`src/hw/rtl/cmo_addsub.sv`:
```
`default_nettype none

// Shared adder and subtractor. In subtract mode the carry out is high
// when a is not below b.
module cmo_addsub #(
    parameter int WIDTH = 41
) (
    input  wire logic [WIDTH-1:0] a,
    input  wire logic [WIDTH-1:0] b,
    input  wire logic             sub,
    output logic      [WIDTH-1:0] sum,
    output logic                  carry
);

    logic [WIDTH-1:0] b_eff;
    logic [WIDTH:0]   full;

    assign b_eff = sub ? ~b : b;
    assign full  = {1'b0, a} + {1'b0, b_eff} + {{WIDTH{1'b0}}, sub};
    assign sum   = full[WIDTH-1:0];
    assign carry = full[WIDTH];

endmodule

`default_nettype wire

```
`config.mk`:
```
export PLATFORM = sky130hd
export DESIGN_NAME = cmo_addsub
export DESIGN_NICKNAME = d
export VERILOG_FILES = /design/src/hw/rtl/cmo_addsub.sv
export SDC_FILE = /design/constraint.sdc
export NUM_CORES = 1
export LEC_CHECK = 0
export BUFFER_PORTS_ARGS = -buffer_cell sky130_fd_sc_hd__buf_2
export CAP_MARGIN = 20
export CORE_ASPECT_RATIO = 0.5
export CORE_UTILIZATION = 54
export DETAILED_ROUTE_END_ITERATION = 16
export PLACE_DENSITY = 0.9
export SLEW_MARGIN = 20
export SYNTH_ARGS = -nofsm -noshare
export SYNTH_HDL_FRONTEND = slang
export SYNTH_SLANG_ARGS = --single-unit
```
`constraint.sdc`:
```
create_clock -name vclk -period 5.3
set_clock_uncertainty 0.05 [all_clocks]
set_input_delay 0.265 -clock vclk [all_inputs]
set_output_delay 0.265 -clock vclk [all_outputs]
set_load 0.01 [all_outputs]
```
Word-level counts from Yosys, hierarchy flattened
Cells that the tools add are included.
{"block": "totals", "regBits": 0, "in_bits": 83, "output_inout_bits": 42, "elab_cells": 4}
{"block": "op_classes", "add_sub_neg": 2, "n_mux": 1, "bitwise_logic": 1}
{"op": "41-bit by 41-bit adder with 42-bit output", "count": 1}
{"op": "42-bit by 1-bit adder with 42-bit output", "count": 1}
{"op": "41-bit two-way mux", "count": 1}
{"op": "41-bit NOT", "count": 1}

Depth between registers and ports, before layout
Gate-level depths: netlist (run 1).
{"block": "depth", "depth_word": 4, "ltp_mapped": 13, "mapped_depth_nobuf": 11}

Worst setup path after synthesis (run 1)
No wires, ideal clock.
{"block": "synth_path", "path_type": "input-to-output", "startpoint": "in sub", "endpoint": "out sum[37]", "arrival_time_ns": 2.810, "required_ns": 4.985, "slack_ns": 2.175, "path_stages": 12, "n_path_buf": 2, "cell_sequence": "clkbuf_1 buf_1 xor2_1 ha_1 a211oi_2 o211ai_2 o221ai_2 o21ai_1 a21boi_2 o31a_1 o21bai_2 xor2_1"}
{"block": "synth_via", "elab_chain_cells": 3}
{"element": "from (decl)", "line_no": "10", "rtl": "input wire logic sub,"}
{"element": "41-bit two-way mux", "line_no": "18", "rtl": "assign b_eff = sub ? ~b : b;"}
{"element": "41-bit by 41-bit adder with 42-bit output", "line_no": "19", "rtl": "assign full = {1'b0, a} + {1'b0, b_eff} + {{WIDTH{1'b0}}, sub};"}
{"element": "42-bit by 1-bit adder with 42-bit output (*)", "line_no": "19"}
{"element": "to (decl)", "line_no": "11", "rtl": "output logic [WIDTH-1:0] sum,"}
Every way passes the cells marked *; elsewhere a longest branch is shown, timed or not.

Worst setup path in the final report (run 1)
{"block": "layout_path", "startpoint": "in sub", "endpoint": "out sum[35]"}
The elaborated chain is that of the path after synthesis.

==> results of run 1 <==
[power by group through the flow]
stage,combinational (mW),sequential (mW),clock [mW]
2_1_floorplan,0.468,0,0
3_3_place_gp,0.665,0,0
3_5_place_dp,0.675,0,0
4_1_cts,0.679,0,0
5_1_grt,0.747,0,0
6_report,0.683,0,0
[layer usage]
layer,share of wire,GRT usage,routed length [um],up-vias
met1,0.45,0.367,3410,1455
met5,0,0,0,-
met2,0.46,0.494,3490,149
met4,0.011,0.0469,84,0
li1,-,-,-,1619
met3,0.070,0.00400,525,14
[cells by family after synthesis]
group / Yosys count / synth area share
buffers and inverters: 26 / 0.0369
xor gates and xnor gates: 80 / 0.255
and+or+nand+nor: 96 / 0.164
adders and majority gates: 45 / 0.208
AOI/OAI and AO/OA: 136 / 0.333
muxes: 1 / 0.00364
[stage by stage]
stage	std cells	hold slack, ns	util	area, sq um
after floorplan	384	0.556	-	2750
after global placement	558	0.765	0.732	3390
after detailed placement	558	0.769	0.732	3390
after CTS	558	0.770	0.732	3390
after global routing	558	0.797	0.732	3390
final	558	0.773	0.732	3390
[tightest hold or removal path, delay by kind of cell]
family / cells / cell delay [ns]
xor+xnor: 1 / 0.06
buf+inv: 2 / 0.23
[cell usage in the layout (no fill, tap or decap), drive strengths merged, types with 5 or more instances in the layout]
master,instances
o21bai,10
and3,6
a21oi,48
nand4,9
nand2,31
o21ai,24
a21o,18
nand2b,5
buf,126
inv,8
xnor2,21
ha,44
xor2,59
nor3,8
nor2,24
nand3,8
[synthesized netlist by cell type, drive strengths merged (3+ instances only)]
master / count / area [sq um]
a211oi: 4 / 40.0
xnor2: 21 / 184
nor2: 24 / 90.1
and3: 6 / 37.5
o211ai: 3 / 27.5
o21a: 4 / 30.0
a21oi: 48 / 259
o21ai: 24 / 120
o221ai: 3 / 32.5
nand2: 31 / 119
inv: 8 / 30.0
nand3: 8 / 40.0
ha: 44 / 551
buf: 6 / 26.3
nand2b: 5 / 31.3
nor3: 8 / 45.0
o21bai: 10 / 78.8
clkbuf: 12 / 45.0
nand4: 9 / 56.3
xor2: 59 / 517
a31oi: 3 / 18.8
a21o: 18 / 135
[path summary, 6_finish.rpt]
check  startpoint  endpoint  slack [ns]  cells after the start
max           sub   sum[35]        1.62                     12
min          a[0]    sum[0]        0.77                      3
[layout make-up]
cell class | count | area (sq um)
Multi-Input combinational cell | 358 | 2650
Fill cell | 410 | 1240
Timing Repair Buffer | 126 | 633
Tap cell | 66 | 82.6
Inverter | 8 | 30.0
==> results, run 1 <==
- The flow ran to the end, and the final reports show no timing, DRC or antenna violations.
- The post-CTS repair timing setup buffer count is 0.
- After legalization and detailed placement, the total HPWL measured 6330 um.
- Prior to clock tree synthesis, the placed netlist has a worst setup slack of 1.69 ns.
- Headroom to the max-slew limit came out at 0.478.
- In the finished design, the share of the clock period the worst path needs comes to 0.695.
- The critical path in this run is classified as in -> out.
- During I/O placement, the number of pins put on the boundary was 125.
- The first global-routing pass estimated 11900 um of wire.
- The category of the worst setup path launch point is an input port.
- For this run, the top clock speed supported by timing is 272 MHz.
- The overall overflow remaining after global route is 0.
- Across every metal layer, demand over resource in global routing totals 0.272.
- The total setup violations reported at the end of the flow is 0.
- The path type of the worst min-delay path is in -> out.
- The area overhead of the layout relative to synthesis is 23.4%.
- The post-route antenna net violation count is 0.
- The area of the placeable core is 4640 sq um.
- Of the total power, combinational logic draws 1.000.
- In this run the worst path has a maximum fanout of 29.
- Counting the clock-network buffers in the layout gives 0.
- The largest net degree at the start of global routing is 30.
- In this run the horizontal extent of the chip is 103 um.
- The post-cts repair resize count is 0.
- The Yosys warning count is 0.
- Routability-driven placement finished with a final weighted congestion of 0.909.
- The kind of cell with the highest combined delay on the critical path is compound AO/OA/AOI/OAI gates.
- The slew at the pin closest to its max-slew limit is just under 0.8 ns.
- The first TritonRoute pass finished after 5 iterations.
- The fraction of layout instances using a drive strength above 1 is 0.291.
- The share of total power dissipated in sequential elements is 0.
- The effective utilization at floorplan is 0.593.
- After detailed routing, the number of remaining DRC violations is 0.
- Setup repair after global routing left no endpoint under its margin.
- The synthesized instance count is 384.
- The number of antenna diodes in the final layout is 0.
- The overall power of the completed layout is 683 uW.
- The initialized floorplan defines 17 standard-cell rows.
- The area enclosed by the die boundary is 5400 sq um.
- For this design the static power due to leakage is 1.74 nW.
- The number of buffers and inverters on the critical path is 2.
- Of the total power, the clock network draws 0.
- The violation count after the first detailed-route iteration is 128.
- The initial antenna violation count came to 0.
- For the worst setup path, the data required time is ~5 ns.
- The die is 52.5 um tall.
- After clock tree synthesis, the flow added hold-fix buffers numbering 0.
- On the critical path, the stage with the largest delay is an instance of sky130_fd_sc_hd__buf_2.
- The max-capacitance violation count is 0.
- The critical path endpoint category is an output pin.
- The internal power is 295 uW.
- The final-layout setup total negative slack is 0 ns.
- The number of input and output port buffers inserted is 125.
- In the routed layout, each cell is associated on average with a via count of 5.80.
- Walking the worst path, the cells encountered are buf_2 -> xor2_1 -> ha_1 -> a211oi_2 -> o211ai_2 -> o221ai_2 -> a211oi_1 -> a21oi_2 -> o21ai_1 -> a21oi_2 -> xnor2_1 -> buf_2.
- Synthesis produced a netlist with a net count of 512.
- In this run the cell area of the synthesized design comes to ~2700 sq um.
- The final number of max-transition violations is 0.
- Power spread over the standard cell area amounts to slightly above 200 nW/um^2.
- The routed layout has around 3200 vias.
- The share of the Yosys chip area taken by registers is 0.
- The shortest clock period the worst path allows after layout is 3.68 ns.
- For this run, the slowest stage of the critical path takes 0.60 ns.
- The number of endpoints with negative hold slack in the final report was 0.
- Across all setup checks in the final design, the least slack found is 1.62 ns.
- The number of distinct library cells after synthesis is 54.
- A synthesized cell averages ~7 sq um.
- The number of sequential cells is 0.
- The analysis attributes to net switching a power of between 300 and 400 uW.
- The sequential cell area is 0 sq um.
- At the worst endpoint, the arrival time is 3.37 ns.
- The layout net count is about 620.
- The via count of the first global-routing pass came to 2732.
- The final layout contains routed wiring with a total length of 7510 um.
- After detailed routing, the average wire length per cell comes to 13.5 um.
- IR analysis of the VDD net gives a maximum drop of between 0.0001 and 0.00015 V.
- Of the total power, the share spent switching nets is 0.568.
No activity file was read; power rests on OpenSTA's default activity.
==> run 2, diff against run 1 <==
CORE_UTILIZATION = 50   (was 54)
PLACE_DENSITY = 0.84   (was 0.9)
clock period = 3.5 ns   (was 5.3 ns; I/O delays follow)
==> run 2 against run 1 <==
Effect of this change:
- routed wire length down 3.2%
- global-route usage down 3.3 points
- design area increased by 0.52%
- core utilization shrank 6.5 points
- first-iteration DRC count grew 51%
- combinational power grew 51%
- critical path type unchanged
- critical endpoint is now sum[40]
- largest cell class unchanged
- highest routed layer unchanged
==> results, run 2 (synthesis results as in run 1) <==
- The area enclosed by the die boundary is 5820 sq um.
- The category of the worst setup path launch point is an input port.
- The area overhead of the layout relative to synthesis is 24.1%.
- Post-CTS timing repair inserted 0 buffers for setup.
- The worst hold path cell count is 3.
- Timing analysis after detailed placement gives a worst setup slack of 0.393 ns.
- The first global-routing pass estimated around 11000 um of wire.
- The hold-fix buffer count after cts is 0.
- Setup violations remaining at the end of the flow were counted as 0.
- The run finished with clean final reports.
- Wires add up to 7270 um.
- In the global route stage, overall resource usage came out at 0.239.
- The count of nets left with antenna violations once routing finished came out at 0.
- The via count of the first global-routing pass came to 2574.
- The I/O pin count is 125.
- The start point of the worst min-delay path is a[0].
- Setup repair after global routing left no endpoint under its margin.
- The leakage power is 1.74 nW.
- The filler cells instantiated in the layout total 491.
- The number of sequential cells is 0.
- The total number of vias is 3124.
- The overall power of the completed layout is slightly above 1 mW.
- The overall overflow remaining after global route is 0.
- The final-layout clock buffer total is 0.
- The peak clock frequency supported by timing is 318 MHz.
- The max-capacitance violation count is 0.
- The floorplan has 18 rows.
- For the pin with the worst max-slew slack, the measured transition is 0.464 ns.
- STA classifies the critical path endpoint as an output pin.
- Across the VDD grid, the largest voltage drop is 0.000202 V.
- The maximum fanout along the worst path is 41.
- The most common cell after layout, fill and taps aside is sky130_fd_sc_hd__buf_2.
- The remaining routing DRC violations is 0.
- The die outline height is 54.4 um.
- For this run, global-route usage on met1 was measured as 0.324.
- Data on the critical path arrives at its endpoint at 2.92 ns.
- Of the available clock period, the critical path in the final layout requires 0.898.
- The met3 usage in global routing is 0.0119.
- The global routing's busiest layer is met2.
- The path with the worst hold slack has its endpoint at sum[0].
- After the first detailed-routing iteration, the DRC count stood at 193.
- Across all hold checks on the routed design, the worst slack comes to 0.592 ns.
- Gates resized during post-CTS repair numbered 0.
- The last weighted congestion value of the routability-driven placer is 0.897.
- The effective utilization at floorplan is 0.538.
- Dividing total power by cell area gives a power density of 302 nW/um^2.
- Once routing completed, OpenROAD measured the worst setup slack at 0.358 ns.
- The path type of the worst min-delay path is in -> out.
- The layout net count is 622.
- The critical path start-end classification is in -> out.
- The total placed cells including tap cells is roughly 560.
- In the global route stage, met2 resource usage came out at 0.444.
- The finished layout holds 562 standard cells, fillers aside.
- Entering global routing, the biggest net connects 42 pins.
- The repair_antennas step left the layout with diodes totalling 0.
- The library cells used most frequently in the layout, excluding fill and tap cells, are 125 x sky130_fd_sc_hd__buf_2, 59 x sky130_fd_sc_hd__xor2_1, 44 x sky130_fd_sc_hd__ha_1, 43 x sky130_fd_sc_hd__a21oi_1, 30 x sky130_fd_sc_hd__nand2_1.
- Measured against its own limit, the worst slew margin works out to 0.687.
- The area occupied by multi-input gates is roughly 2600 sq um.
- The core region is ~5100 sq um.
- The post-detailed-route wirelength per cell is around 13 um.
- The number of endpoints with negative hold slack in the final report came to 0.
- After routing, the total negative slack on setup checks comes to 0 ns.
- In the routed layout, each cell is associated on average with a via count of 5.56.
- The initial antenna violation count is 0.
- The number of search-and-repair iterations in the first detailed-routing pass is 5.
- The shortest clock period the worst path allows after layout is 3.14 ns.
- After routing the design area is 3410 sq um.
- The number of input and output port buffers inserted is 125.
- Once layout is complete, the utilization of the core stands at 0.667.
- The sum of net half-perimeters after detailed placement is 6100 um.
- In this run the horizontal extent of the chip is 107 um.
- In the final layout, the share of cells above drive strength 1 is 0.291.
- The final number of max-transition violations is 0.
- STA puts the critical path data required time at approximately 3.3 ns.
- The total cell area at the placement stage is 3410 sq um.
- The sequential cell area is 0 sq um.
-- run 2: cell counts in the layout (fill, tap and decap cells not counted) --
No cell type changed its count.
-- run 2: worst max-delay path: stages --
cell and delay (ns):
sky130_fd_sc_hd__buf_2 0.10, sky130_fd_sc_hd__buf_12 0.26, sky130_fd_sc_hd__xor2_1 0.20, sky130_fd_sc_hd__ha_1 0.33
sky130_fd_sc_hd__a21oi_1 0.24, sky130_fd_sc_hd__o221ai_1 0.20, sky130_fd_sc_hd__a221oi_1 0.40, sky130_fd_sc_hd__o31a_1 0.23
sky130_fd_sc_hd__a21oi_1 0.10, sky130_fd_sc_hd__o22ai_1 0.26, sky130_fd_sc_hd__o21ai_1 0.11, sky130_fd_sc_hd__xor2_1 0.14
sky130_fd_sc_hd__buf_2 0.14
-- run 2: how the worst max path moves through the flow --
stage                     startpoint       to  slack [ns]  depth (start not counted)
final                            sub  sum[40]        0.36                         13
after global routing             sub  sum[40]        0.19                         13
after CTS                        sub  sum[35]        0.39                         13
after detailed placement         sub  sum[35]        0.39                         13
after global placement           sub  sum[40]        0.44                         13
after floorplan                  sub  sum[37]        0.56                         12
-- run 2: area by class of cell --
class              count  share of cell area
inverters              8             0.00880
repair buffers       126               0.189
well taps             70              0.0257
multi-input cells    358               0.776
-- run 2: routing by layer --
layer	vias up	part of all wire
li1	1628	-
met1	1386	0.48
met2	104	0.46
met3	6	0.057
met4	0	0.0044
met5	-	0
-- run 2: where the power goes --
part	switching [mW]	internal (mW)
Sequential	0	0
Combinational	0.580	0.449
Clock	0	0
==> run 3, diff against run 2 <==
==> constraint.sdc (replaced) <==
create_clock -name vclk -period 3.5
set_clock_uncertainty 0.05 [all_clocks]
set_input_delay 0.35 -clock vclk [all_inputs]
set_output_delay 0.35 -clock vclk [all_outputs]
set_load 0.01 [all_outputs]
==> run 3 against run 2 <==
Effect of this change:
- count of clock-buffer cells in the layout stayed put
- combinational power increased by 4%
- first-iteration DRC count down 19%
- die area unchanged
- cell count increased by 0.53%
- global-route usage rose by 0.86 points
- power grew 4.3%
- fmax down 6.1%
- sequential share of layout area unchanged
==> results, run 3 (synthesis results as in run 1) <==
- The flow ran to the end, and the final reports show no timing, DRC or antenna violations.
- The worst setup path is launched from an input port.
- The required time of the critical path is 3.10 ns.
- Leaving out fill and tap cells, the most frequent cell in the layout is sky130_fd_sc_hd__buf_2.
- The I/O pin count is 125.
- Of the total power, combinational logic draws 1.000.
- The via count of the first global-routing pass is 2833.
- The first TritonRoute pass finished after 5 iterations.
- The met3 usage in global routing is 0.0107.
- The sequential group share of total power is 0.
- The period utilization is 0.956.
- The clock period could shrink to between 3 and 4 ns.
- The maximum fanout along the worst path is 15.
- For the pin with the worst max-slew slack, the measured transition is 0.500 ns.
- The total number of placement rows is 18.
- Of the total power, the clock network draws 0.
- The first global-routing pass estimated 12000 um of wire.
- In the global route stage, overall resource usage came out at 0.247.
- The terminating pin of the worst hold path is sum[0].
- The count of buffers added on input and output ports is about 130.
- The post-route antenna net violation count is 0.
- The die outline height is 54.4 um.
- For this design the static power due to leakage is 1.78 nW.
- The hold-fix buffer count after cts is 0.
- 0 antenna diodes ended up in the layout.
- The remaining routing DRC violations is 0.
- In the final layout, the share of cells above drive strength 1 is 0.319.
- The relative slew slack is 0.665.
- The met1 global-route usage is 0.322.
- After detailed routing, the average wire length per cell comes to 14.0 um.
- The power density relative to cell area is between 300 and 400 nW/um^2.
- The net switching power of the design is 612 uW.
- The critical path endpoint category is an output pin.
- The violation count after the first detailed-route iteration is between 150 and 200.
- The max-capacitance violation count is 0.
- From left edge to right edge, the die measures 107 um.
- The effective utilization at floorplan is 0.538.
- In the layout the commonest cells are 125 x sky130_fd_sc_hd__buf_2, 59 x sky130_fd_sc_hd__xor2_1, 42 x sky130_fd_sc_hd__a21oi_1, 41 x sky130_fd_sc_hd__ha_1, 30 x sky130_fd_sc_hd__nand2_1.
- The endpoint arrival time on the critical path is 2.95 ns.
- The area of the placeable core is around 5000 sq um.
- The highest ir drop seen on vdd is 0.000193 V.
- The tightest min-delay check is of the in -> out type.
- There are 0 flip-flops and latches.
- In the routed layout, each cell is associated on average with a via count of 5.77.
- The initial antenna violation count is 0.
- The start point of the worst min-delay path is a[0].
- Along the worst hold path, the cell count comes to 3.
- After the last flow step, the layout net total stands at 625.
- Setup repair after global routing left no endpoint under its margin.
- The area overhead of the layout relative to synthesis is 27.9%.
- Static timing analysis puts the maximum clock frequency at between 200 and 300 MHz.
- Entering global routing, the biggest net connects 16 pins.
- The final-layout clock buffer total is 0.
- Excluding fillers, the count of instances in the completed layout stands at 565.
- Routability-driven placement finished with a final weighted congestion of 0.901.
- The overall overflow remaining after global route is 0.
- The global routing's busiest layer is met2.
- Including well taps, the total number of placed cells is between 500 and 600.
- The final layout contains routed wiring with a total length of 7890 um.
- The final-layout setup total negative slack is 0 ns.
- Summing all placed instances gives a cell area of 3430 sq um.
- The sequential cell area is 0 sq um.
- Of the total power, the share spent switching nets is 0.570.
- The final number of max-transition violations is 0.
- The sum of net half-perimeters after detailed placement is 6430 um.
- The area of all placed cells without fillers is 3520 sq um.
- The die covers 5820 sq um.
- The number of endpoints with negative hold slack in the final report was 0.
- The met2 track demand over resource is 0.476.
- The critical path start-end classification is in -> out.
- Setup violations remaining at the end of the flow were counted as 0.
- The internal power of the cells totals 462 uW.
- Power comes to 1.07 mW.
- The total number of vias is 3259.
run 3: how the worst max path moves through the flow:
stage               depth (start not counted)      end  start  slack [ns]
floorplan                                  12  sum[37]    sub        0.21
global placement                           14  sum[40]    sub        0.15
detailed placement                         13  sum[40]    sub        0.11
CTS                                        13  sum[40]    sub         0.1
global route                               13  sum[35]    sub       0.007
finish                                     13  sum[35]    sub        0.15
run 3: final cells by class:
| class | count | area [sq um] |
|---|---|---|
| Fill cell | 475 | 1600 |
| Inverter | 8 | 30.0 |
| Multi-Input combinational cell | 358 | 2730 |
| Tap cell | 70 | 87.6 |
| Timing Repair Buffer | 129 | 668 |
run 3: critical path, stage by stage:
cell                       delay, ns
sky130_fd_sc_hd__buf_2          0.16
sky130_fd_sc_hd__buf_12         0.18
sky130_fd_sc_hd__xor2_1         0.18
sky130_fd_sc_hd__ha_2           0.35
sky130_fd_sc_hd__a21oi_1        0.24
sky130_fd_sc_hd__o21ai_0        0.16
sky130_fd_sc_hd__nor3_1         0.28
sky130_fd_sc_hd__a211oi_2       0.16
sky130_fd_sc_hd__a21oi_2        0.28
sky130_fd_sc_hd__o21ai_1        0.16
sky130_fd_sc_hd__a21oi_2        0.18
sky130_fd_sc_hd__xnor2_1        0.12
sky130_fd_sc_hd__buf_2          0.14
run 3: power groups by stage:
stage	logic, mW	registers [mW]	clock network [mW]
global placement	1.02	0	0
finish	1.07	0	0
global route	1.18	0	0
detailed placement	1.03	0	0
floorplan	0.708	0	0
CTS	1.03	0	0
run 3: timing repair:
action | 4_1_cts | 5_1_grt
endpoints found under the setup margin | 0 | 10
resized for setup | 0 | 15
setup buffers | 0 | 0
run 3: per-layer routing:
| metal | share of wire | wire length, um |
|---|---|---|
| met5 | 0 | 0 |
| met4 | 0.013 | 99 |
| met3 | 0.055 | 432 |
| met2 | 0.47 | 3710 |
| met1 | 0.46 | 3650 |
run 3: through the flow:
step           hold slack, ns  utilization  worst slack (ns)
2_1_floorplan           0.726            -             0.205
4_1_cts                 0.940        0.672            0.0986
3_5_place_dp            0.940        0.672             0.114
5_1_grt                 0.959        0.688           0.00689
6_report                0.939        0.688             0.154
3_3_place_gp            0.936        0.672             0.147
